File: config.mk
export PLATFORM = sky130hd
export DESIGN_NAME = sd3m_post
export DESIGN_NICKNAME = d
export VERILOG_FILES = /design/src/design/sd3m_pkg.sv /design/src/design/sd3m_post.sv
export SDC_FILE = /design/constraint.sdc
export NUM_CORES = 1
export LEC_CHECK = 0
export BUFFER_PORTS_ARGS = -buffer_cell sky130_fd_sc_hd__buf_2
export CAP_MARGIN = 20
export CORE_AREA = 2 2 129 131
export DETAILED_ROUTE_END_ITERATION = 7
export DIE_AREA = 0 0 131 133
export HOLD_SLACK_MARGIN = 0.1
export PLACE_DENSITY = 0.76
export SLEW_MARGIN = 10
export SYNTH_ARGS = -nofsm -noshare
export SYNTH_HDL_FRONTEND = slang
export SYNTH_SLANG_ARGS = --single-unit
File: constraint.sdc
create_clock -name clk -period 0.8 [get_ports clk]
set_clock_uncertainty 0.15 [all_clocks]
set_input_delay 0.08 -clock clk [delete_from_list [all_inputs] [get_ports clk]]
set_output_delay 0.08 -clock clk [all_outputs]
set_load 0.03 [all_outputs]
File: src/design/sd3m_pkg.sv
// ============================================================================
// sd3m_pkg - shared types and constants for the three-mode signed divider
// Holds the command and result transaction types, the mode codes and the
// record that travels down the divider pipeline.
// ============================================================================
package sd3m_pkg;

    // Operand width and number of quotient-bit stages.
    localparam int DATA_W    = 64;
    localparam int DIV_STEPS = DATA_W;

    // Cycles from the accepting edge to the edge that takes the result.
    localparam int LATENCY = DIV_STEPS + 2;

    // Width mode codes carried in the opcode field.
    localparam logic [1:0] MODE_32_32     = 2'd0;
    localparam logic [1:0] MODE_64_32     = 2'd1;
    localparam logic [1:0] MODE_64_64     = 2'd2;
    localparam logic [1:0] MODE_64_32_ALT = 2'd3;

    // Fixed quotients for a zero divisor in 32/32 mode.
    localparam logic [DATA_W-1:0] ZERO32_Q_NEG = 64'hFFFF_FFFF_0000_0001;
    localparam logic [DATA_W-1:0] ZERO32_Q_POS = 64'h0000_0000_FFFF_FFFF;

    // Fixed quotient for the most negative word over minus one in 32/32 mode.
    localparam logic [DATA_W-1:0] OVF32_Q      = 64'h0000_0000_8000_0000;

    // Command transaction.
    typedef struct packed {
        logic [1:0]               opcode;
        logic signed [DATA_W-1:0] numerator;
        logic signed [DATA_W-1:0] denominator;
    } cmd_t;

    // Result transaction.
    typedef struct packed {
        logic signed [DATA_W-1:0] quotient;
        logic signed [DATA_W-1:0] remainder;
        logic                     divide_by_zero;
    } result_t;

    // Sign and special-case control that rides along with each item.
    typedef struct packed {
        logic valid;
        logic q_neg;
        logic r_neg;
        logic zero32;
        logic ovf32;
        logic dz;
    } ctrl_t;

    // Magnitude datapath of one pipeline slot.
    typedef struct packed {
        logic [DATA_W-1:0] rem;
        logic [DATA_W-1:0] quo;
        logic [DATA_W-1:0] den;
    } work_t;

endpackage

File: src/design/sd3m_post.sv
// ============================================================================
// sd3m_post - result sign fix-up stage
// Restores the signs of quotient and remainder, applies the 32/32 zero
// divisor and overflow quotients and registers the result transaction.
// ============================================================================
module sd3m_post (
    input  logic               clk,
    input  logic               rst_n,
    input  sd3m_pkg::ctrl_t    ctrl_in,
    input  sd3m_pkg::work_t    work_in,
    output logic               done,
    output sd3m_pkg::result_t  result
);
    import sd3m_pkg::*;

    logic    done_reg;
    result_t result_reg;
    result_t result_next;

    // Sign restoration and the 32/32 zero divisor and overflow overrides.
    always_comb
    begin
        if (ctrl_in.zero32)
        begin
            result_next.quotient = ctrl_in.r_neg ? ZERO32_Q_NEG : ZERO32_Q_POS;
        end
        else if (ctrl_in.ovf32)
        begin
            result_next.quotient = OVF32_Q;
        end
        else
        begin
            result_next.quotient = ctrl_in.q_neg ? (~work_in.quo + 1'b1) : work_in.quo;
        end
        result_next.remainder      = ctrl_in.r_neg ? (~work_in.rem + 1'b1) : work_in.rem;
        result_next.divide_by_zero = ctrl_in.dz;
    end

    // Result strobe is cleared by reset.
    always_ff @(posedge clk or negedge rst_n)
    begin
        if (!rst_n)
        begin
            done_reg <= 1'b0;
        end
        else
        begin
            done_reg <= ctrl_in.valid;
        end
    end

    // Result payload register.
    always_ff @(posedge clk)
    begin
        result_reg <= result_next;
    end

    assign done   = done_reg;
    assign result = result_reg;

endmodule

==> impl_metrics.env <==
export IMPL_cap_violations=0
export IMPL_yosysTopAreaCell="dfxtp_1"
export IMPL_holdBufCountCts=9
export IMPL_nets=1378
export IMPL_drt_pass1_iter_count=5
export IMPL_arrival_ps=2920
export IMPL_endpoint_kind="register"
export IMPL_hold_depth=1
export IMPL_setup_viol=247
export IMPL_wl_per_cell_um=26.8
export IMPL_ys_types=42
export IMPL_finalWirelength_mm=37.9
export IMPL_die_y_um=133
export IMPL_vias=8185
export IMPL_port_buffers=265
export IMPL_ys_ff_latch=130
export IMPL_overflow=0
export IMPL_powerDensity_nw_per_um2=1670
export IMPL_tightest_slew_ps=1100
export IMPL_dieWidth_um=131
export IMPL_violations="negative hold slack, negative setup slack"
export IMPL_synth_fp_nets=833
export IMPL_yosysSeqAreaShare_pct=44.2
export IMPL_fillers=689
export IMPL_holdWs_ps=-340
export IMPL_finalWeightedCongestion=0.869
export IMPL_ios=330
export IMPL_grtUsageTotal_pct=34.8
export IMPL_die_area_sq_um=17400
export IMPL_yosys_top_cells_count="dfxtp_1 (129), o21ai_0 (97), xnor2_1 (63)"
export IMPL_htree_levels=4
export IMPL_path_clk_slew_ps=60
export IMPL_path_cells="buf_2 > nor4_2 > nand2b_4 > or3_4 > or3_4 > buf_6 > o41ai_4 > xnor2_1"
export IMPL_crit_required_ps=950
export IMPL_place_ws_ps=-1980
export IMPL_status="finished with violations"
export IMPL_finalMaxSlewViolations=0
export IMPL_first_iter_violations=651
export IMPL_cp_common_cell="or3_4"
export IMPL_cp_start_kind="input port"
export IMPL_synth_main_ff_cell="dfxtp_1"
export IMPL_rsz0062_at_grt="yes"
export IMPL_hp_class="in2reg"
export IMPL_syn_to_final_growth_pct=131
export IMPL_synth_area_sq_um=5900
export IMPL_final_antenna_net_count=0
export IMPL_cts_buffers=17
export IMPL_drc_errors=0
export IMPL_timing_slew_headroom_pct=25.7
export IMPL_synthCells=631
export IMPL_p_leak_nw=5.94
export IMPL_fin_crit_sh_pct=346
export IMPL_cpMaxStageDelayCell="nor4_2"
export IMPL_period_minus_slack_ps=2770
export IMPL_grt_max_degree=53
export IMPL_antenna_found_initial=5
export IMPL_holdPathEnd="result[1]"
export IMPL_synth_warnings=0
export IMPL_synth_area_top_cells="dfxtp_1 (44%), xnor2_1 (9.4%), xor2_1 (8.5%)"
export IMPL_cpPeakStageDelay_ps=960
export IMPL_multi_input_area_sq_um=5070
export IMPL_largest_reg_flops=129
export IMPL_hold_violations=103
export IMPL_worstHoldStart="work_in[128]"
export IMPL_avgSynthCellArea_sq_um=9.35
export IMPL_async_reset_ff_share_pct=0.769
export IMPL_yosysMostFrequentCell="dfxtp_1"
export IMPL_hpwl_mm=16.3
export IMPL_power_w=0.0227
export IMPL_max_freq_mhz=362
export IMPL_grt_pass1_wl_mm=45.8
export IMPL_drive_gt1_share_pct=79.4
export IMPL_cts_path_max_buffers=2
export IMPL_layout_area_seq_sq_um=2780
export IMPL_setup_ws_ps=-1970
export IMPL_synth_top_cell_area_share_pct=43.8
export IMPL_critPathMaxFanout=4
export IMPL_path_class="in2reg"
export IMPL_clock_sinks=130
export IMPL_rows=47
export IMPL_viasPerCell=5.80
export IMPL_clockRootBuffer="clkbuf_16"
export IMPL_start_util_pct=36.5
export IMPL_core_area_sq_um=16200
export IMPL_synth_edf_count=0
export IMPL_grt_pass1_vias=8176
export IMPL_cts_tree="yes"
export IMPL_irDropWorstVdd_v=0.00149
## worst max-delay path by stage
stage	from	end	slack, ps	depth (start not counted)
after floorplan	work_in[144]	result[51]	-1830	8
after global placement	work_in[144]	result[51]	-1940	7
after detailed placement	work_in[144]	result[57]	-1980	7
after CTS	work_in[143]	result[51]	-1390	7
after global routing	work_in[172]	result[60]	-2020	8
final	work_in[172]	result[60]	-1970	8
## through the flow
stage	hold slack [ps]	setup TNS (ps)	cells	cell area, sq um	utilization [%]
3_5_place_dp	-295	-164960	1297	9600	59.4
2_1_floorplan	-366	-129460	631	6580	-
3_3_place_gp	-295	-162110	1297	9600	59.4
4_1_cts	-321	-146140	1372	12700	78.2
6_report	-340	-168400	1412	13600	84.4
5_1_grt	-358	-174040	1411	13600	84.3
## worst max-delay path, delay by kind of cell
family,cells,cell delay [ps]
xor gates and xnor gates,1,240
AOI/OAI and AO/OA,1,330
and+or+nand+nor,4,1930
buffers and inverters,2,320
## where the power goes
part	leakage, nW	switching, W	internal (W)	total (W)
clock	0.281	0.00357	0.00469	0.00826
sequential	1.11	0.000444	0.00724	0.00768
combinational	4.54	0.00375	0.00305	0.00680
total	5.94	0.00777	0.0150	0.0227
## cells in the final DEF (no fill, tap or decap), types with 9 or more instances in the layout
| cell | n |
|---|---|
| xnor2_1 | 40 |
| nand2_1 | 12 |
| or3_1 | 11 |
| buf_6 | 207 |
| o21ai_4 | 15 |
| dfxtp_2 | 123 |
| o21ai_1 | 61 |
| nor2_1 | 9 |
| dlygate4sd3_1 | 9 |
| o31ai_4 | 34 |
| buf_4 | 215 |
| nor4_4 | 10 |
| nand2_2 | 13 |
| o41ai_4 | 18 |
| xor2_1 | 52 |
| xnor2_2 | 22 |
| o21ai_2 | 19 |
| nand2_4 | 18 |
| or3_4 | 13 |
| buf_2 | 113 |
| or4_4 | 21 |
| or4_1 | 10 |
| clkbuf_16 | 18 |
## cell type report
type,instances,share of cell area [%]
tap,220,2.02
clock inverter,15,1.27
sequential,130,20.4
multi-input combinational,460,37.2
clock buffer,17,3.12
antenna,3,0.0550
inverter,7,0.211
timing repair buffer,560,35.8
## repair_timing
item,in CTS,in global routing
endpoints found under the setup margin,248,253
pin swaps,125,112
resized for setup,624,141
cloned,0,1
endpoints found under the hold margin,131,128
buffers inserted,37,45
## routing by layer
layer,routed length (um),part of all wire [%],track usage (%)
met1,12200,32,35.2
met2,18400,49,61.4
met3,4280,11,9.87
met4,2910,7.7,23.0
met5,71,0.19,0
## cells by family after synthesis
logic type	count (synthesis)	share of synthesized area (%)
flip-flops	130	44.2
adder cells (fa/ha/maj)	2	0.424
AO/OA/AOI/OAI	163	17.6
buffers and inverters	41	2.76
multiplexers	3	0.530
AND/OR/NAND/NOR	172	16.7
XOR/XNOR	120	17.8
(Power assumes the default switching activity.)
