--- config.mk ---
export PLATFORM = sky130hd
export DESIGN_NAME = sd3m_step
export DESIGN_NICKNAME = d
export VERILOG_FILES = /design/src/design/sd3m_pkg.sv /design/src/design/sd3m_step.sv
export SDC_FILE = /design/constraint.sdc
export NUM_CORES = 1
export LEC_CHECK = 0
export BUFFER_PORTS_ARGS = -buffer_cell sky130_fd_sc_hd__buf_2
export CAP_MARGIN = 0
export CORE_UTILIZATION = 40
export DETAILED_ROUTE_END_ITERATION = 6
export PLACE_DENSITY_LB_ADDON = 0.3
export SETUP_SLACK_MARGIN = 0.1
export SLEW_MARGIN = 20
export SYNTH_ARGS = -nofsm -noshare
export SYNTH_HDL_FRONTEND = slang
export SYNTH_SLANG_ARGS = --single-unit
--- constraint.sdc ---
create_clock -name clk -period 0.8 [get_ports clk]
set_clock_uncertainty 0.1 [all_clocks]
set_input_delay 0.12 -clock clk [delete_from_list [all_inputs] [get_ports clk]]
set_output_delay 0.12 -clock clk [all_outputs]
set_load 0.01 [all_outputs]
--- src/design/sd3m_pkg.sv ---
// ============================================================================
// sd3m_pkg - shared types and constants for the three-mode signed divider
// Holds the command and result transaction types, the mode codes and the
// record that travels down the divider pipeline.
// ============================================================================
package sd3m_pkg;

    // Operand width and number of quotient-bit stages.
    localparam int DATA_W    = 64;
    localparam int DIV_STEPS = DATA_W;

    // Cycles from the accepting edge to the edge that takes the result.
    localparam int LATENCY = DIV_STEPS + 2;

    // Width mode codes carried in the opcode field.
    localparam logic [1:0] MODE_32_32     = 2'd0;
    localparam logic [1:0] MODE_64_32     = 2'd1;
    localparam logic [1:0] MODE_64_64     = 2'd2;
    localparam logic [1:0] MODE_64_32_ALT = 2'd3;

    // Fixed quotients for a zero divisor in 32/32 mode.
    localparam logic [DATA_W-1:0] ZERO32_Q_NEG = 64'hFFFF_FFFF_0000_0001;
    localparam logic [DATA_W-1:0] ZERO32_Q_POS = 64'h0000_0000_FFFF_FFFF;

    // Fixed quotient for the most negative word over minus one in 32/32 mode.
    localparam logic [DATA_W-1:0] OVF32_Q      = 64'h0000_0000_8000_0000;

    // Command transaction.
    typedef struct packed {
        logic [1:0]               opcode;
        logic signed [DATA_W-1:0] numerator;
        logic signed [DATA_W-1:0] denominator;
    } cmd_t;

    // Result transaction.
    typedef struct packed {
        logic signed [DATA_W-1:0] quotient;
        logic signed [DATA_W-1:0] remainder;
        logic                     divide_by_zero;
    } result_t;

    // Sign and special-case control that rides along with each item.
    typedef struct packed {
        logic valid;
        logic q_neg;
        logic r_neg;
        logic zero32;
        logic ovf32;
        logic dz;
    } ctrl_t;

    // Magnitude datapath of one pipeline slot.
    typedef struct packed {
        logic [DATA_W-1:0] rem;
        logic [DATA_W-1:0] quo;
        logic [DATA_W-1:0] den;
    } work_t;

endpackage

--- src/design/sd3m_step.sv ---
// ============================================================================
// sd3m_step - one restoring division step
// Shifts one dividend bit into the partial remainder, trial-subtracts the
// divisor magnitude and registers the new remainder and quotient bit.
// ============================================================================
module sd3m_step (
    input  logic              clk,
    input  logic              rst_n,
    input  sd3m_pkg::ctrl_t   ctrl_in,
    input  sd3m_pkg::work_t   work_in,
    output sd3m_pkg::ctrl_t   ctrl_out,
    output sd3m_pkg::work_t   work_out
);
    import sd3m_pkg::*;

    logic [DATA_W:0]   shifted;
    logic [DATA_W+1:0] diff;
    logic              fits;
    ctrl_t             ctrl_reg;
    work_t             work_reg;
    work_t             work_next;

    // Trial subtraction of the divisor from the shifted remainder.
    always_comb
    begin
        shifted       = {work_in.rem, work_in.quo[DATA_W-1]};
        diff          = {1'b0, shifted} - {2'b00, work_in.den};
        fits          = ~diff[DATA_W+1];
        work_next.rem = fits ? diff[DATA_W-1:0] : shifted[DATA_W-1:0];
        work_next.quo = {work_in.quo[DATA_W-2:0], fits};
        work_next.den = work_in.den;
    end

    // Stage registers; reset clears the valid bit.
    always_ff @(posedge clk or negedge rst_n)
    begin
        if (!rst_n)
        begin
            ctrl_reg <= '0;
            work_reg <= '0;
        end
        else
        begin
            ctrl_reg <= ctrl_in;
            work_reg <= work_next;
        end
    end

    assign ctrl_out = ctrl_reg;
    assign work_out = work_reg;

endmodule

==> results.toml, run 1 <==
[global_route]
grt_pass1_wl_um = 59100
grt_overflow = 0
grt_pass1_vias = 11300
grt_usage_pct = 31.8
antenna_found_initial = 1
grt_max_degree = 38

[logic_synthesis]
ys_top_cells_by_area = "dfrtp_1 (52%), ha_1 (8.4%), a21oi_1 (7.0%)"
ys_ff_latch = 198
synthAdderAreaFrac_pct = 8.59
synth_compound_area_share_pct = 17.5
synth_top_area_share_pct = 51.9
synthFlopType = "dfrtp_1"
synthCells = 941
ys_warn_count = 0
yosys.area_share.xor_xnor_pct = 5.23
netlist_top_cells_count = "dfrtp_1 (198), a21oi_1 (133), nor2_1 (96)"
yosys.area_share.simple_pct = 10.4
synth_fp_nets = 1206
muxShareOfSynthArea_pct = 1.62
synthDistinctLibCells = 60
synth.avg_cell_area_um2 = 10.2
synth_top_family_by_area = "compound AO/OA/AOI/OAI gates"
netlist_area_um2 = 9550
synth_top_cell_by_area = "dfrtp_1"
ys_async_sr_fraction_pct = 100
synth_edf_count = 0
yosysMostFrequentCell = "dfrtp_1"
ys_seq_area_share_pct = 51.9

[detailed_routing]
drtPass1Iterations = 6
via_per_inst = 5.07
ant_nets = 0
wl_per_cell_um = 19.7
vias = 10700
routed_wl_um = 41700
drc = 0
drt_iter0_markers = 674

[status]
status = "finished, violations left"
violations = "hold timing, setup timing"

[setup_path]
cp-startpoint = "work_in[11]"
endpoint_kind = "flip-flop"
required_ps = 1020
crit_path_end = "work_out[190]$_DFF_PN0_"
critical_path_class = "in -> reg"
cp-start-kind = "input port"
critPathArrivalTime_ps = 2770
critPathMaxFanout = 5

[floorplanning]
core-area_um2 = 23500
die_w_um = 157
pin_count = 398
start_util_pct = 40.7
dieArea_um2 = 24500
die_h_um = 157
rows = 56

[flow_run]
cap_violations = 0

[sta]
hold_viol_final = 253
post-route-period-util_pct = 319
relSlewSlack_pct = 72.2
finalCriticalPeriod_ps = 2550
fmax_mhz = 392
worstMarginPinSlew_ps = 413
rsz0062_at_grt = "true"
hold_ws_ps = -571
setup_viol = 263
slew_violations = 0
fin_ws_ps = -1750

[clocking]
cts_hold_buf = 139
cts_root_buffer = "clkbuf_16"
cts.sinks = 198
cts_made_buffers = 17
cts.htree.levels = 4
clk_pin_slew_ps = 80
clock_path_buffers = 2
cts_tree = "done"

[final_layout]
seq_area_um2 = 4960
nNetsFinal = 2051
fin_util_pct = 79.3
area_growth_pct = 94.8
fillers = 1364
multi_input_area_um2 = 5400
drive_gt1_share_pct = 52.8
fin_cells = 2119

[placement]
io_buffers = 397
pre_cts_ws_ps = -2390
gp_congestion = 0.877
place_inst = 1899
place_hpwl_um = 25800

[min_path]
hold_class = "in -> async"

[power]
vdd_drop_max_mv = 1.70
powerDensity_nw_per_um2 = 1740
power_leakage_nw = 9.10
finalPower_w = 0.0324
[layout make-up]
cell class,count,area share (%)
antenna,1,0.0134
timing repair buffer,853,37.0
multi-input combinational,630,29.0
clock inverter,14,0.955
tap,319,2.14
sequential,198,26.6
inverter,86,1.88
clock buffer,18,2.31
[where the power goes]
part | internal, W | switching [W] | total (W) | leakage, nW
Sequential | 0.0110 | 0.000437 | 0.0114 | 2.29
Clock | 0.00427 | 0.00463 | 0.00889 | 0.292
Combinational | 0.00641 | 0.00568 | 0.0121 | 6.52
[per-stage QoR]
step	instance area [um2]	setup TNS (ps)	hold WS [ps]
global placement	14300	-144150	-104
detailed placement	14300	-142540	-104
floorplan	9950	-118880	-276
global route	18600	-190600	-584
CTS	18000	-180250	-578
finish	18600	-178000	-571
[worst min path at each step]
stage                     start                       to  slack [ps]  cells after the start
after floorplan           rst_n    ctrl_out[0]$_DFF_PN0_        -280                      0
after global placement    rst_n  work_out[136]$_DFF_PN0_        -100                      1
after detailed placement  rst_n   work_out[10]$_DFF_PN0_        -100                      1
after CTS                 rst_n   work_out[10]$_DFF_PN0_        -580                      1
after global routing      rst_n  work_out[136]$_DFF_PN0_        -580                      1
final                     rst_n  work_out[138]$_DFF_PN0_        -570                      1
[per-layer routing]
metal	part of all wire, %	wire, um	track usage, %	vias to the layer above
met1	36	15100	33.9	5171
met2	52	21700	58.4	483
met5	0	0	0	-
li1	-	-	-	4954
met3	6.4	2650	6.76	141
met4	5.3	2200	17.5	0
[cells in the final DEF (no fill, tap or decap), drive strengths merged, types with 3 or more instances in the layout]
master         n
buf          714
o21bai        13
and2           3
or3            4
xnor2         31
clkbuf        18
nand2         71
nor3           4
nand3         12
a221oi         3
a21o          26
nand4         12
ha            64
a21oi        133
mux2          12
clkinv         8
a211oi         9
a31oi         11
o21ai         31
inv           92
nor2          96
nor2b          5
o211ai         7
o21a           7
dfrtp        198
a31o           4
o221ai         4
xor2          26
and3           6
dlygate4sd3  138
[critical path, stage by stage]
cell and delay (ps):
buf_2 100, inv_2 50, ha_4 290, buf_4 150, a21o_1 160, nand3_1 160, a311oi_4 340, o21ai_2 140
o211ai_2 220, a21oi_2 100, o31a_1 350, or3b_1 390, a41o_1 190
[flip-flops by register name (all words and copies together) (netlist names)]
signal    flops
work_out    192
ctrl_out      6
[kinds of logic (layout without fill, tap and decap cells)]
family / Yosys count / in the layout
AO/OA/AOI/OAI: 268 / 268
AND/OR/NAND/NOR: 226 / 226
flip-flops: 198 / 198
buffers and inverters: 113 / 971
adder cells (fa/ha/maj): 65 / 65
XOR/XNOR: 57 / 57
multiplexers: 14 / 14
other: 0 / 1
[repair_timing]
item / CTS / global route
setup endpoints to repair: 263 / 264
gates cloned: 11 / 0
hold endpoints to repair: 392 / 253
pin swaps: 44 / 29
setup buffers: 33 / 13
gates resized for setup: 286 / 143
Note: power is estimated with default switching activity, not from simulation.
==> run 2, diff against run 1 <==
Settings changed: SETUP_SLACK_MARGIN 0.1 to default.
==> results.toml, run 2 (synthesis gave the netlist of run 1 again) <==
[final_layout]
drive_gt1_share_pct = 51.5
nNetsFinal = 2091
fin_cells = 2160
layout_commonest_cell = "buf_2"
layout_common_cells = "buf_2 (297), buf_4 (277), dfrtp_1 (197)"
largest_register_ffs = 192
design_area_um2 = 18900
area_growth_pct = 97.7

[clocking]
cts.sinks = 198
cts_made_buffers = 17
clk_pin_slew_ps = 80
cts_hold_buf = 177
cts_root_buffer = "clkbuf_16"
cts.htree.levels = 4
cts_tree = "done"
clock_path_buffers = 2

[sta]
rsz0062_at_grt = "true"
slew_violations = 0
fin_ws_ps = -1800
relSlewSlack_pct = 69.8
fmax_mhz = 385
worstMarginPinSlew_ps = 449
finalCriticalPeriod_ps = 2600
post-route-period-util_pct = 325
fin_tns_setup_ps = -182660
setup_viol = 263
hold_viol_final = 16
hold_ws_ps = -169

[power]
vdd_drop_max_mv = 1.62
p_clk_share_pct = 27.6
powerDensity_nw_per_um2 = 1720
power_leakage_nw = 9.22
combPwrFrac_pct = 37.3
seqPwrFrac_pct = 35.1
switching_share_pct = 33.4
p_sw_w = 0.0109
intPower_w = 0.0217

[floorplanning]
start_util_pct = 40.7
die_w_um = 157
pin_count = 398
die_h_um = 157
rows = 56
core-area_um2 = 23500
dieArea_um2 = 24500

[placement]
place_inst = 1899
place_hpwl_um = 25800
place_area_um2 = 14300
gp_congestion = 0.877
io_buffers = 397

[global_route]
antenna_found_initial = 3
grt_pass1_vias = 11800
grt_max_degree = 38
grt_overflow = 0
grt_pass1_wl_um = 62200
grt_usage_pct = 33.6

[setup_path]
endpoint_kind = "flip-flop"
critPathArrivalTime_ps = 2830
critical_path_class = "in -> reg"
required_ps = 1030
critPathMaxFanout = 6
cp-start-kind = "input port"

[min_path]
hold_class = "in -> reg"
hold_depth = 2

[status]
violations = "hold timing, setup timing"
status = "finished, violations left"

[detailed_routing]
routed_wl_um = 43400
via_per_inst = 5.13
drc = 0
vias = 11100
drtPass1Iterations = 7
wl_per_cell_um = 20.1
ant_nets = 0
drt_iter0_markers = 859

[flow_run]
cap_violations = 0
==> run 2: cell count changes in the layout (fill, tap and decap cells not counted), sizes merged <==
cell,delta
diode,+1
dlygate4sd3,+39
buf,+2
dlymetal6s4s,-1
==> run 2: per-layer routing <==
| layer | track usage, % | wire (um) | vias up |
|---|---|---|---|
| met5 | 0 | 0 | - |
| met4 | 20.9 | 2930 | 0 |
| met3 | 6.76 | 2770 | 181 |
| met2 | 61.8 | 22300 | 532 |
| met1 | 34.9 | 15400 | 5345 |
| li1 | - | - | 5030 |
==> run 2: worst max-delay path, cell delays in order <==
cell,delay (ps)
buf_8,90
inv_8,30
ha_4,250
a21oi_2,170
o21ai_1,110
a21o_1,200
a221o_2,390
a31oi_4,210
o41ai_4,100
a211oi_2,300
o31ai_4,90
buf_6,170
buf_16,150
buf_12,130
mux2_4,290
==> run 2: final timing paths <==
check / from / end / slack [ps]
setup / recovery: work_in[8] / work_out[154]$_DFF_PN0_ / -1800
hold / removal: work_in[180] / work_out[181]$_DFF_PN0_ / -170
max in group asynchronous: rst_n / work_out[114]$_DFF_PN0_ / 50
min in group asynchronous: rst_n / work_out[10]$_DFF_PN0_ / 20
==> run 2: what timing repair did <==
item | 4_1_cts | 5_1_grt
gates cloned | 11 | 0
hold endpoints to repair | 392 | 17
setup buffers | 39 | 8
setup endpoints to repair | 263 | 263
pin swaps | 47 | 24
gates resized for setup | 286 | 127
==> run 2: cell type report <==
class / instances / area, um2
antenna: 2 / 5.00
clock buffer: 18 / 429
clock inverter: 14 / 178
fill: 1327 / 4590
inverter: 86 / 358
multi-input combinational: 630 / 5330
sequential: 198 / 4960
tap: 319 / 399
timing repair buffer: 893 / 7230
==> run 2: per-stage QoR <==
step / util [%] / hold slack (ps) / total power (W) / setup slack (ps)
2_1_floorplan: - / -276 / 0.0157 / -1900
3_3_place_gp: 60.8 / -104 / 0.0201 / -2350
3_5_place_dp: 60.8 / -104 / 0.0202 / -2390
4_1_cts: 78.4 / -182 / 0.0315 / -1780
5_1_grt: 80.4 / -178 / 0.0338 / -1890
6_report: 80.4 / -169 / 0.0326 / -1800
==> run 2: power by group through the flow <==
stage	clock [W]	combinational (W)	sequential, W
finish	0.00897	0.0121	0.0114
global route	0.00942	0.0129	0.0115
CTS	0.00896	0.0112	0.0114
detailed placement	0	0.00872	0.0115
global placement	0	0.00860	0.0115
floorplan	0	0.00367	0.0120
==> run 3, diff against run 2 <==
Settings changed: SKIP_CTS_REPAIR_TIMING from default to 1.
==> results.toml, run 3 (synthesis gave the netlist of run 1 again) <==
[min_path]
hold_class = "in -> reg"
hp-start = "work_in[130]"
hold_depth = 2
min_to = "work_out[131]$_DFF_PN0_"

[detailed_routing]
via_per_inst = 4.94
routed_wl_um = 38400
wl_per_cell_um = 18.1
drt_iter0_markers = 584
drc = 0
ant_nets = 0
drtPass1Iterations = 5
vias = 10500

[sta]
hold_ws_ps = -178
setup_viol = 263
worstMarginPinSlew_ps = 408
relSlewSlack_pct = 72.5
slew_violations = 0
fin_ws_ps = -1850
hold_viol_final = 19
fmax_mhz = 378
finalCriticalPeriod_ps = 2650
fin_tns_setup_ps = -180060
rsz0062_at_grt = "true"
post-route-period-util_pct = 331

[final_layout]
layout_common_cells = "buf_2 (357), buf_4 (268), dfrtp_1 (198)"
area_growth_pct = 83.3
fin_util_pct = 74.6
nNetsFinal = 2053
drive_gt1_share_pct = 47.4
layout_commonest_cell = "buf_2"
largest_register_ffs = 192

[power]
power_leakage_nw = 8.77
vdd_drop_max_mv = 1.76
seqPwrFrac_pct = 36.9
p_sw_w = 0.0101
powerDensity_nw_per_um2 = 1760
switching_share_pct = 32.7
combPwrFrac_pct = 34.1
p_clk_share_pct = 29.0
intPower_w = 0.0207

[global_route]
grt_max_degree = 38
grt_overflow = 0
grt_pass1_vias = 9545
antenna_found_initial = 2
grt_usage_pct = 25.1
grt_pass1_wl_um = 47200

[clocking]
cts_tree = "done"
cts.htree.levels = 4
cts.sinks = 198
cts_root_buffer = "clkbuf_16"
cts_made_buffers = 17
clock_path_buffers = 2
clk_pin_slew_ps = 80

[placement]
gp_congestion = 0.877
place_hpwl_um = 25800
io_buffers = 397

[setup_path]
critPathArrivalTime_ps = 2890
critical_path_class = "in -> reg"
required_ps = 1040
cp-start-kind = "input port"
endpoint_kind = "flip-flop"
critPathMaxFanout = 6

[floorplanning]
rows = 56
dieArea_um2 = 24500
die_h_um = 157
core-area_um2 = 23500
pin_count = 398
start_util_pct = 40.7
die_w_um = 157

[flow_run]
cap_violations = 0

[status]
violations = "hold timing, setup timing"
status = "finished, violations left"
==> run 3: layout make-up <==
type / count / area, um2
inverters: 86 / 343
diodes: 1 / 2.50
fillers: 1556 / 5960
flip-flops and latches: 198 / 4950
repair buffers: 855 / 6340
clock inverters: 14 / 178
well taps: 319 / 399
clock buffers: 18 / 429
multi-input cells: 630 / 4860
==> run 3: metal layers <==
metal	wire length, um	track usage (%)	share of wire [%]	vias to the layer above
met5	0	0	0	-
li1	-	-	-	4949
met4	1870	9.80	4.9	0
met2	19700	46.9	51	395
met3	2110	4.93	5.5	107
met1	14700	27.9	38	5037
==> run 3: worst max path at each step <==
stage / startpoint / to / slack (ps) / cells past startpoint
3_3_place_gp: work_in[127] / work_out[186]$_DFF_PN0_ / -2350 / 15
5_1_grt: work_in[128] / work_out[131]$_DFF_PN0_ / -1870 / 13
4_1_cts: work_in[127] / work_out[186]$_DFF_PN0_ / -1940 / 15
6_report: work_in[128] / work_out[150]$_DFF_PN0_ / -1850 / 15
3_5_place_dp: work_in[127] / work_out[186]$_DFF_PN0_ / -2390 / 15
2_1_floorplan: work_in[137] / work_out[129]$_DFF_PN0_ / -1900 / 12
==> run 3: power groups by stage <==
stage               clock (W)  combinational, W  sequential [W]
detailed placement          0           0.00872          0.0115
global placement            0           0.00860          0.0115
CTS                   0.00896           0.00878          0.0113
global route          0.00940            0.0113          0.0114
finish                0.00893            0.0105          0.0113
floorplan                   0           0.00367          0.0120
==> run 3: worst max-delay path, cell delays in order <==
cell and delay [ps]:
buf_2 130, ha_4 270, nand2b_1 80, a21o_1 200, a21oi_2 160, a221o_2 230, a31oi_4 120, o41ai_4 280
a211oi_2 150, o31ai_4 390, buf_4 210, clkbuf_16 160, buf_4 130, nor2_1 40, a21oi_1 200
==> run 3: stage by stage <==
step / hold WS, ps / std cells / cell area [um2] / worst slack, ps / power [W]
finish: -178 / 2121 / 17500 / -1850 / 0.0308
global route: -188 / 2121 / 17500 / -1870 / 0.0321
CTS: -578 / 1931 / 14900 / -1940 / 0.0290
detailed placement: -104 / 1899 / 14300 / -2390 / 0.0202
global placement: -104 / 1899 / 14300 / -2350 / 0.0201
floorplan: -276 / 941 / 9950 / -1900 / 0.0157
