--- config.mk ---
export PLATFORM = sky130hd
export DESIGN_NAME = sd3m_prep
export DESIGN_NICKNAME = d
export VERILOG_FILES = /design/src/design/sd3m_pkg.sv /design/src/design/sd3m_prep.sv
export SDC_FILE = /design/constraint.sdc
export NUM_CORES = 1
export LEC_CHECK = 0
export BUFFER_PORTS_ARGS = -buffer_cell sky130_fd_sc_hd__buf_2
export CAP_MARGIN = 20
export CORE_UTILIZATION = 40
export DETAILED_ROUTE_END_ITERATION = 10
export PLACE_DENSITY = 0.69
export SKIP_CTS_REPAIR_TIMING = 1
export SYNTH_ARGS = -nofsm -noshare
export SYNTH_HDL_FRONTEND = slang
export SYNTH_SLANG_ARGS = --single-unit
--- constraint.sdc ---
create_clock -name clk -period 0.8 [get_ports clk]
set_input_delay 0.04 -clock clk [delete_from_list [all_inputs] [get_ports clk]]
set_output_delay 0.04 -clock clk [all_outputs]
set_load 0.01 [all_outputs]
--- src/design/sd3m_pkg.sv ---
// ============================================================================
// sd3m_pkg - shared types and constants for the three-mode signed divider
// Holds the command and result transaction types, the mode codes and the
// record that travels down the divider pipeline.
// ============================================================================
package sd3m_pkg;

    // Operand width and number of quotient-bit stages.
    localparam int DATA_W    = 64;
    localparam int DIV_STEPS = DATA_W;

    // Cycles from the accepting edge to the edge that takes the result.
    localparam int LATENCY = DIV_STEPS + 2;

    // Width mode codes carried in the opcode field.
    localparam logic [1:0] MODE_32_32     = 2'd0;
    localparam logic [1:0] MODE_64_32     = 2'd1;
    localparam logic [1:0] MODE_64_64     = 2'd2;
    localparam logic [1:0] MODE_64_32_ALT = 2'd3;

    // Fixed quotients for a zero divisor in 32/32 mode.
    localparam logic [DATA_W-1:0] ZERO32_Q_NEG = 64'hFFFF_FFFF_0000_0001;
    localparam logic [DATA_W-1:0] ZERO32_Q_POS = 64'h0000_0000_FFFF_FFFF;

    // Fixed quotient for the most negative word over minus one in 32/32 mode.
    localparam logic [DATA_W-1:0] OVF32_Q      = 64'h0000_0000_8000_0000;

    // Command transaction.
    typedef struct packed {
        logic [1:0]               opcode;
        logic signed [DATA_W-1:0] numerator;
        logic signed [DATA_W-1:0] denominator;
    } cmd_t;

    // Result transaction.
    typedef struct packed {
        logic signed [DATA_W-1:0] quotient;
        logic signed [DATA_W-1:0] remainder;
        logic                     divide_by_zero;
    } result_t;

    // Sign and special-case control that rides along with each item.
    typedef struct packed {
        logic valid;
        logic q_neg;
        logic r_neg;
        logic zero32;
        logic ovf32;
        logic dz;
    } ctrl_t;

    // Magnitude datapath of one pipeline slot.
    typedef struct packed {
        logic [DATA_W-1:0] rem;
        logic [DATA_W-1:0] quo;
        logic [DATA_W-1:0] den;
    } work_t;

endpackage

--- src/design/sd3m_prep.sv ---
// ============================================================================
// sd3m_prep - operand preparation stage
// Selects the operand widths for the mode, takes magnitudes and registers
// them together with the sign and special-case flags.
// ============================================================================
module sd3m_prep (
    input  logic              clk,
    input  logic              rst_n,
    input  logic              take,
    input  sd3m_pkg::cmd_t    cmd,
    output sd3m_pkg::ctrl_t   ctrl_out,
    output sd3m_pkg::work_t   work_out
);
    import sd3m_pkg::*;

    logic [DATA_W-1:0] n_eff;
    logic [DATA_W-1:0] d_eff;
    logic              n_neg;
    logic              d_neg;
    logic              zero32;
    logic              ovf32;
    ctrl_t             ctrl_reg;
    ctrl_t             ctrl_next;
    work_t             work_reg;
    work_t             work_next;

    // Pick the effective operands for the width mode.
    always_comb
    begin
        unique case (cmd.opcode)
            MODE_32_32:
            begin
                n_eff  = {{(DATA_W-32){cmd.numerator[31]}}, cmd.numerator[31:0]};
                d_eff  = {{(DATA_W-32){cmd.denominator[31]}}, cmd.denominator[31:0]};
                zero32 = (cmd.denominator[31:0] == 32'd0);
                ovf32  = (cmd.numerator[31:0] == 32'h8000_0000)
                         && (cmd.denominator[31:0] == 32'hFFFF_FFFF);
            end
            MODE_64_32, MODE_64_32_ALT:
            begin
                n_eff  = cmd.numerator;
                d_eff  = {{(DATA_W-32){cmd.denominator[31]}}, cmd.denominator[31:0]};
                zero32 = 1'b0;
                ovf32  = 1'b0;
            end
            MODE_64_64:
            begin
                n_eff  = cmd.numerator;
                d_eff  = cmd.denominator;
                zero32 = 1'b0;
                ovf32  = 1'b0;
            end
            default:
            begin
                n_eff  = cmd.numerator;
                d_eff  = cmd.denominator;
                zero32 = 1'b0;
                ovf32  = 1'b0;
            end
        endcase
    end

    // Magnitudes and flags. A zero divisor runs through the array and
    // yields an all-ones quotient magnitude and the dividend magnitude as remainder.
    always_comb
    begin
        n_neg               = n_eff[DATA_W-1];
        d_neg               = d_eff[DATA_W-1];
        ctrl_next.valid     = take;
        ctrl_next.q_neg     = n_neg ^ d_neg;
        ctrl_next.r_neg     = n_neg;
        ctrl_next.zero32    = zero32;
        ctrl_next.ovf32     = ovf32;
        ctrl_next.dz        = (cmd.denominator == '0);
        work_next.rem       = '0;
        work_next.quo       = n_neg ? (~n_eff + 1'b1) : n_eff;
        work_next.den       = d_neg ? (~d_eff + 1'b1) : d_eff;
    end

    // Stage registers; reset clears the valid bit.
    always_ff @(posedge clk or negedge rst_n)
    begin
        if (!rst_n)
        begin
            ctrl_reg <= '0;
            work_reg <= '0;
        end
        else
        begin
            ctrl_reg <= ctrl_next;
            work_reg <= work_next;
        end
    end

    assign ctrl_out = ctrl_reg;
    assign work_out = work_reg;

endmodule

==> results of run 1 <==
[sequential cells by signal, indices dropped and copies added, names as in the netlist]
register,flops
work_out,128
ctrl_out,6
[layer usage]
layer | vias up | wire length (um) | global-route usage
met2 | 602 | 18600 | 0.508
met5 | - | 0 | 0
met3 | 144 | 2380 | 0.0501
li1 | 4205 | - | -
met4 | 0 | 1890 | 0.108
met1 | 4655 | 13300 | 0.332
[placed cells by master (no fill, tap or decap), types with 20 or more instances in the layout]
cell / count
o31ai_4: 20
nor2_1: 81
xor2_1: 65
buf_4: 273
nor3_1: 24
xnor2_1: 37
dfrtp_1: 134
conb_1: 64
nand2_1: 29
buf_2: 227
buf_6: 81
dlygate4sd3_1: 67
[power breakdown]
part           internal, mW  total, mW  switching [mW]
registers              7.47       7.73           0.254
clock network          4.42       8.02            3.60
logic                  3.08       6.49            3.41
total                  15.0       22.2            7.27
[per-stage QoR]
stage / setup TNS [ps] / cell area (sq um) / hold WS, ps / instances
detailed placement: -143510 / 11900 / -74.4 / 1617
finish: -107940 / 15100 / -41.4 / 1772
CTS: -109420 / 12500 / -526 / 1649
floorplan: -105800 / 8760 / -256 / 905
global route: -117070 / 15100 / -46.9 / 1771
global placement: -141530 / 11900 / -72.3 / 1617
[cell families after synthesis]
group,after synthesis
AOI/OAI and AO/OA,152
xor gates and xnor gates,114
adders and majority gates,3
buffers and inverters,110
DFF,134
muxes,4
other,1
and+or+nand+nor,324
[worst paths after layout]
kind / from / to / cells after the start
hold / removal: cmd[126] / work_out[126] / 4
setup / recovery: cmd[21] / work_out[62] / 9
min in group asynchronous: rst_n / work_out[19] / 2
max in group asynchronous: rst_n / work_out[2] / 3
[final cells by class]
type                    instances  share of cell area
clock inverters                15              0.0103
inverters                      10             0.00414
well taps                     265              0.0219
clock buffers                  17              0.0281
flip-flops and latches        134               0.222
diodes                          1            0.000166
multi-input cells             661               0.371
repair buffers                669               0.342
[critical path, delay by kind of cell]
kind,cells,cell delay (ps)
AND/OR/NAND/NOR,3,920
buffers and inverters,3,440
XOR/XNOR,1,180
AO/OA/AOI/OAI,2,540
==> impl_metrics.env, run 1 <==
export IMPL_power_density_mw_per_mm2=1470
export IMPL_drcViolationCount=0
export IMPL_maxCapViolations=0
export IMPL_crit_path_frequent_cell="buf_6"
export IMPL_grt_pass1_vias=8272
export IMPL_drt_first_pass_iters=5
export IMPL_crit_required_ps=1130
export IMPL_grt_pass1_wl_mm=43.2
export IMPL_portBuffers=266
export IMPL_antenna_found_initial=1
export IMPL_crit_path_end_kind="flip-flop"
export IMPL_fin_nets=1629
export IMPL_netlist_cell_type_count=60
export IMPL_synth_compound_area_frac=0.132
export IMPL_synth_top_area_frac=0.425
export IMPL_cts_sinks=134
export IMPL_critPathArrivalTime_ps=2120
export IMPL_synth_top_family_by_area="simple AND/OR/NAND/NOR gates"
export IMPL_die_area_sq_mm=0.0203
export IMPL_finalCritPeriodShare=2.25
export IMPL_path_clk_slew_ps=70
export IMPL_clockBufferDepth=2
export IMPL_cp_cell_sequence="buf_6, or4_4, buf_6, nor4_4, buf_4, o2111ai_4, o41ai_2, xor2_1, nor2_1"
export IMPL_syn_avg_cell_area_sq_um=9.37
export IMPL_area_growth_pct=91.5
export IMPL_maxSlewHeadroom=0.625
export IMPL_synth_area_leader_cell="dfrtp_1"
export IMPL_clock_fmax_mhz=556
export IMPL_postSynthCellCount=842
export IMPL_whs_ps=-41.4
export IMPL_setup_violations=265
export IMPL_fp_dieW_um=142
export IMPL_async_reset_ff_frac=1.00
export IMPL_synth_ff_type="dfrtp_1"
export IMPL_post_place_ws_ps=-1410
export IMPL_mappedNetlistArea_sq_mm=0.00789
export IMPL_multi_input_area_sq_mm=0.00561
export IMPL_synthAdderAreaFrac=0.00476
export IMPL_cts_tree="yes"
export IMPL_worst_slack_ps=-998
export IMPL_yosysWarnings=0
export IMPL_slew_violations=0
export IMPL_hold_path_class="in2reg"
export IMPL_power_leakage_nw=7.11
export IMPL_initial_core_util=0.407
export IMPL_grt_use_total=0.282
export IMPL_synthMuxAreaShare=0.00507
export IMPL_slowest_delay_ps=560
export IMPL_max_slew_worst_pin_slew_ps=558
export IMPL_path_max_fanout=4
export IMPL_ys_seq_elements=134
export IMPL_grt_max_degree=30
export IMPL_wl_mm=36.1
export IMPL_status="finished, violations left"
export IMPL_overflow=0
export IMPL_post_route_util=0.779
export IMPL_synthSimpleGateAreaFrac=0.223
export IMPL_finalCriticalPeriod_ps=1800
export IMPL_yosys_area_share_xor_xnor=0.127
export IMPL_critPathSlowestCell="or4_4"
export IMPL_gp_congestion=0.953
export IMPL_synth_edf_count=0
export IMPL_synth_common_cells="134 x dfrtp_1, 95 x nor2_1, 70 x xor2_1"
export IMPL_ctsRootBufferMaster="clkbuf_16"
export IMPL_ff_latch_area_sq_mm=0.00335
export IMPL_core_sq_mm=0.0194
export IMPL_grt_setup_unrepaired="yes"
export IMPL_power_mw=22.2
export IMPL_max_vdd_ir_drop_v=0.00163
export IMPL_num_rows=51
export IMPL_wire_per_inst_um=20.4
export IMPL_ant_nets=0
export IMPL_path_class="in2reg"
export IMPL_hold_viol_final=11
export IMPL_drt_initial_drc_count=801
export IMPL_start_kind="primary input"
export IMPL_fillCellCount=1217
export IMPL_synth_most_common_cell="dfrtp_1"
export IMPL_drive_above_1_share=0.565
export IMPL_routed_via_density=5.42
export IMPL_ctsHtreeMaxLevel=4
export IMPL_ys_top_cells_by_area="dfrtp_1 42%, xor2_1 7.8%, buf_4 6.1%, xnor2_1 4.9%, nor2_1 4.5%"
export IMPL_dpl_hpwl_mm=22.8
export IMPL_vias=9606
export IMPL_cts_buffers=17
export IMPL_ios=331
export IMPL_violations="hold timing, setup timing"
export IMPL_synth_yosys_seq_area_share=0.425
export IMPL_die_height_um=142
Note: power is estimated with default switching activity, not from simulation.
==> inputs of run 2 (changes only) <==
--- a/config.mk
+++ b/config.mk
@@ -7,6 +7,7 @@
 export LEC_CHECK = 0
 export BUFFER_PORTS_ARGS = -buffer_cell sky130_fd_sc_hd__buf_2
 export CAP_MARGIN = 20
+export CORE_MARGIN = 2
 export CORE_UTILIZATION = 40
 export DETAILED_ROUTE_END_ITERATION = 10
 export PLACE_DENSITY = 0.69
==> constraint.sdc (replaced) <==
create_clock -name clk -period 2 [get_ports clk]
set_input_delay 0.1 -clock clk [delete_from_list [all_inputs] [get_ports clk]]
set_output_delay 0.1 -clock clk [all_outputs]
set_load 0.01 [all_outputs]
==> impl_metrics.env, run 2 (synthesis results as in run 1) <==
export IMPL_status="finished, violations left"
export IMPL_violations="hold timing"
export IMPL_drt_first_pass_iters=5
export IMPL_power_density_mw_per_mm2=686
export IMPL_drcViolationCount=0
export IMPL_maxCapViolations=0
export IMPL_ctsHtreeMaxLevel=4
export IMPL_grt_use_total=0.262
export IMPL_final_cells=1603
export IMPL_path_clk_slew_ps=70
export IMPL_most_common_layout_cells="265 x buf_2, 189 x buf_4, 134 x dfrtp_1, 94 x nor2_1, 70 x xor2_1"
export IMPL_power_leakage_nw=5.58
export IMPL_crit_path_end_kind="flip-flop"
export IMPL_wl_mm=28.6
export IMPL_drt_initial_drc_count=611
export IMPL_hold_path_class="in2reg"
export IMPL_overflow=0
export IMPL_die_height_um=144
export IMPL_antenna_found_initial=0
export IMPL_critPathArrivalTime_ps=2220
export IMPL_power_mw=8.03
export IMPL_critPathTopFamily="simple AND/OR/NAND/NOR gates"
export IMPL_start_kind="primary input"
export IMPL_ios=331
export IMPL_gp_congestion=0.969
export IMPL_largest_register_ffs=128
export IMPL_maxSlewHeadroom=0.565
export IMPL_portBuffers=266
export IMPL_final_common_cell="buf_2"
export IMPL_hold_viol_final=14
export IMPL_grt_busiest_layer="met2"
export IMPL_grtUsageMet2=0.458
export IMPL_ctsRootBufferMaster="clkbuf_16"
export IMPL_slew_violations=0
export IMPL_cp_buffers_inverters=4
export IMPL_worst_slack_ps=102
export IMPL_finalCritPeriodShare=0.949
export IMPL_die_area_sq_mm=0.0209
export IMPL_grt_pass1_vias=7858
export IMPL_critPathSlowestCell="or4b_4"
export IMPL_initial_core_util=0.407
export IMPL_setup_violations=0
export IMPL_n_antenna_cell=0
export IMPL_max_slew_worst_pin_slew_ps=653
export IMPL_grt_max_degree=67
export IMPL_cp_cell_sequence="buf_2, inv_2, ha_4, or4b_4, nor4_4, buf_4, nand3_2, o31ai_1, buf_4, xor2_1, nor2_1"
export IMPL_ant_nets=0
export IMPL_post_route_util=0.604
export IMPL_wire_per_inst_um=17.8
export IMPL_use_met1=0.310
export IMPL_area_growth_pct=48.4
export IMPL_cts_sinks=134
export IMPL_dp_cells=1526
export IMPL_finalCriticalPeriod_ps=1900
export IMPL_grt_setup_unrepaired="no"
export IMPL_drive_above_1_share=0.398
export IMPL_clock_fmax_mhz=527
export IMPL_vias=8342
export IMPL_crit_required_ps=2320
export IMPL_path_max_fanout=5
export IMPL_core_sq_mm=0.0194
export IMPL_fp_dieW_um=144
export IMPL_max_vdd_ir_drop_v=0.000579
export IMPL_fin_nets=1461
export IMPL_slowest_delay_ps=500
export IMPL_whs_ps=-24.8
export IMPL_clockBufferDepth=2
export IMPL_cts_buffers=17
export IMPL_crit_path_frequent_cell="buf_4"
export IMPL_cts_tree="yes"
export IMPL_dpl_hpwl_mm=22.1
export IMPL_num_rows=51
export IMPL_post_place_ws_ps=-338
export IMPL_use_met3=0.0546
export IMPL_path_class="in2reg"
export IMPL_grt_pass1_wl_mm=41.6
export IMPL_routed_via_density=5.20
run 2: cell count changes in the layout (fill, tap and decap cells not counted), sizes merged:
| cell | previous run | this run |
|---|---|---|
| buf | 600 | 457 |
| bufinv | 1 | 0 |
| clkbuf | 19 | 18 |
| clkinv | 1 | 2 |
| clkinvlp | 3 | 4 |
| diode | 1 | 0 |
| dlygate4sd3 | 67 | 44 |
| inv | 20 | 18 |
run 2: metrics by stage:
stage               setup TNS [ps]  area [sq um]  hold WS [ps]
finish                           0         11700         -24.8
global route                     0         11700         -15.3
CTS                              0         11300          -306
detailed placement           -8810         10700           148
global placement             -8470         10700           131
floorplan                     -487          8190          -196
run 2: path summary, 6_finish.rpt:
path | start | end | slack [ps] | cells past startpoint
worst max-delay path | cmd[65] | work_out[118] | 100 | 11
worst min-delay path | cmd[62] | work_out[62] | -20 | 3
max in group asynchronous | rst_n | work_out[91] | 1070 | 3
min in group asynchronous | rst_n | work_out[20] | 230 | 2
run 2: where the power goes:
group	internal (mW)	switching (mW)	total [mW]
registers	2.99	0.0819	3.07
clock network	1.68	1.38	3.05
logic	0.822	1.08	1.90
total	5.49	2.54	8.03
run 2: layer usage:
layer	wire length [um]	vias up
li1	-	3862
met1	11000	3919
met2	14300	480
met3	2190	81
met4	1060	0
met5	0	-
run 2: worst min-delay path, stage by stage:
cell and delay (ps):
buf_2 120, xor2_1 70, nor2_1 70
run 2: cell type report:
class,count,area (sq um)
fillers,1770,7690
multi-input cells,661,4180
flip-flops and latches,134,3350
repair buffers,501,3240
clock buffers,18,439
well taps,265,332
clock inverters,14,133
inverters,10,37.5
==> inputs of run 3 (changes only) <==
--- a/config.mk
+++ b/config.mk
@@ -7,9 +7,11 @@
 export LEC_CHECK = 0
 export BUFFER_PORTS_ARGS = -buffer_cell sky130_fd_sc_hd__buf_2
 export CAP_MARGIN = 20
+export CORE_ASPECT_RATIO = 0.6
 export CORE_MARGIN = 2
 export CORE_UTILIZATION = 40
 export DETAILED_ROUTE_END_ITERATION = 10
+export GPL_TIMING_DRIVEN = 0
 export PLACE_DENSITY = 0.69
 export SKIP_CTS_REPAIR_TIMING = 1
 export SYNTH_ARGS = -nofsm -noshare
==> impl_metrics.env, run 3 (synthesis results as in run 1) <==
export IMPL_critPathArrivalTime_ps=2330
export IMPL_wire_per_inst_um=20.0
export IMPL_die_area_sq_mm=0.0209
export IMPL_power_density_mw_per_mm2=710
export IMPL_setup_violations=2
export IMPL_drive_above_1_share=0.363
export IMPL_ant_nets=0
export IMPL_drcViolationCount=0
export IMPL_overflow=0
export IMPL_ios=331
export IMPL_grt_use_total=0.279
export IMPL_cts_sinks=134
export IMPL_antenna_found_initial=3
export IMPL_final_cells=1557
export IMPL_final_cell_area_sq_mm=0.0118
export IMPL_start_kind="primary input"
export IMPL_dp_cells=1434
export IMPL_whs_ps=-17.3
export IMPL_status="finished, violations left"
export IMPL_grt_pass1_wl_mm=43.5
export IMPL_maxCapViolations=0
export IMPL_maxSlewHeadroom=0.324
export IMPL_violations="hold timing, setup timing"
export IMPL_largest_register_ffs=128
export IMPL_fin_setup_tns_ps=-42.2
export IMPL_num_rows=39
export IMPL_post_route_util=0.614
export IMPL_finalCriticalPeriod_ps=2020
export IMPL_crit_path_end_kind="flip-flop"
export IMPL_dpl_hpwl_mm=23.3
export IMPL_path_max_fanout=5
export IMPL_grt_setup_unrepaired="yes"
export IMPL_gp_congestion=0.972
export IMPL_fin_nets=1413
export IMPL_post_place_ws_ps=-900
export IMPL_grt_pass1_vias=7440
export IMPL_routed_via_density=5.33
export IMPL_path_class="in2reg"
export IMPL_path_clk_slew_ps=70
export IMPL_holdPathStages=3
export IMPL_max_vdd_ir_drop_v=0.000603
export IMPL_crit_required_ps=2310
export IMPL_wl_mm=31.1
export IMPL_drt_initial_drc_count=881
export IMPL_most_common_layout_cells="258 x buf_2, 134 x dfrtp_1, 93 x nor2_1, 82 x buf_4, 76 x dlygate4sd3_1"
export IMPL_dpl_instance_area_sq_mm=0.00987
export IMPL_fp_dieW_um=185
export IMPL_slowest_delay_ps=510
export IMPL_cts_buffers=17
export IMPL_multi_input_area_sq_mm=0.00454
export IMPL_finalCritPeriodShare=1.01
export IMPL_area_growth_pct=49.2
export IMPL_clockBufferDepth=2
export IMPL_drt_first_pass_iters=6
export IMPL_hold_viol_final=8
export IMPL_cp_cell_sequence="buf_2, inv_2, ha_4, or4b_4, nor4_4, buf_4, nand3_4, o41ai_4, xor2_2, nor2_1"
export IMPL_critPathSlowestCell="or4b_4"
export IMPL_power_leakage_nw=5.49
export IMPL_grt_max_degree=89
export IMPL_fillCellCount=1687
export IMPL_initial_core_util=0.411
export IMPL_power_mw=8.36
export IMPL_die_height_um=113
export IMPL_final_common_cell="buf_2"
export IMPL_ctsRootBufferMaster="clkbuf_16"
export IMPL_max_slew_worst_pin_slew_ps=986
export IMPL_portBuffers=261
export IMPL_clock_fmax_mhz=494
export IMPL_hold_path_class="in2reg"
export IMPL_vias=8293
export IMPL_ff_latch_area_sq_mm=0.00335
export IMPL_cts_tree="yes"
export IMPL_worst_slack_ps=-23.8
export IMPL_ctsHtreeMaxLevel=4
export IMPL_slew_violations=0
export IMPL_core_sq_mm=0.0192
==> run 3: cell type report <==
class	count	area share
diodes	1	0.000213
plain buffers	97	0.0534
clock buffers	18	0.0373
clock inverters	14	0.0146
inverters	10	0.00319
multi-input cells	661	0.386
flip-flops and latches	134	0.285
well taps	266	0.0283
repair buffers	356	0.192
==> run 3: critical path, delay by kind of cell <==
family	cells	cell delay [ps]
and+or+nand+nor	4	980
buffers and inverters	3	410
AOI/OAI and AO/OA	1	420
adders and majority gates	1	140
xor gates and xnor gates	1	270
==> run 3: final timing paths <==
kind                       startpoint       endpoint  slack (ps)
min in group asynchronous       rst_n  work_out[126]         170
setup / recovery              cmd[65]  work_out[108]         -20
hold / removal                cmd[49]   work_out[49]         -20
max in group asynchronous       rst_n    work_out[7]        1040
==> run 3: power by group <==
part           switching [mW]  internal [mW]
Sequential             0.0748           2.99
Clock                    1.34           2.00
Combinational            1.15          0.807
==> run 3: per-layer routing <==
| layer | track usage | vias up | routed length [um] |
|---|---|---|---|
| met5 | 0 | - | 24 |
| met4 | 0.0788 | 4 | 468 |
| met2 | 0.378 | 506 | 13300 |
| li1 | - | 3760 | - |
| met1 | 0.409 | 3972 | 13900 |
| met3 | 0.108 | 51 | 3510 |
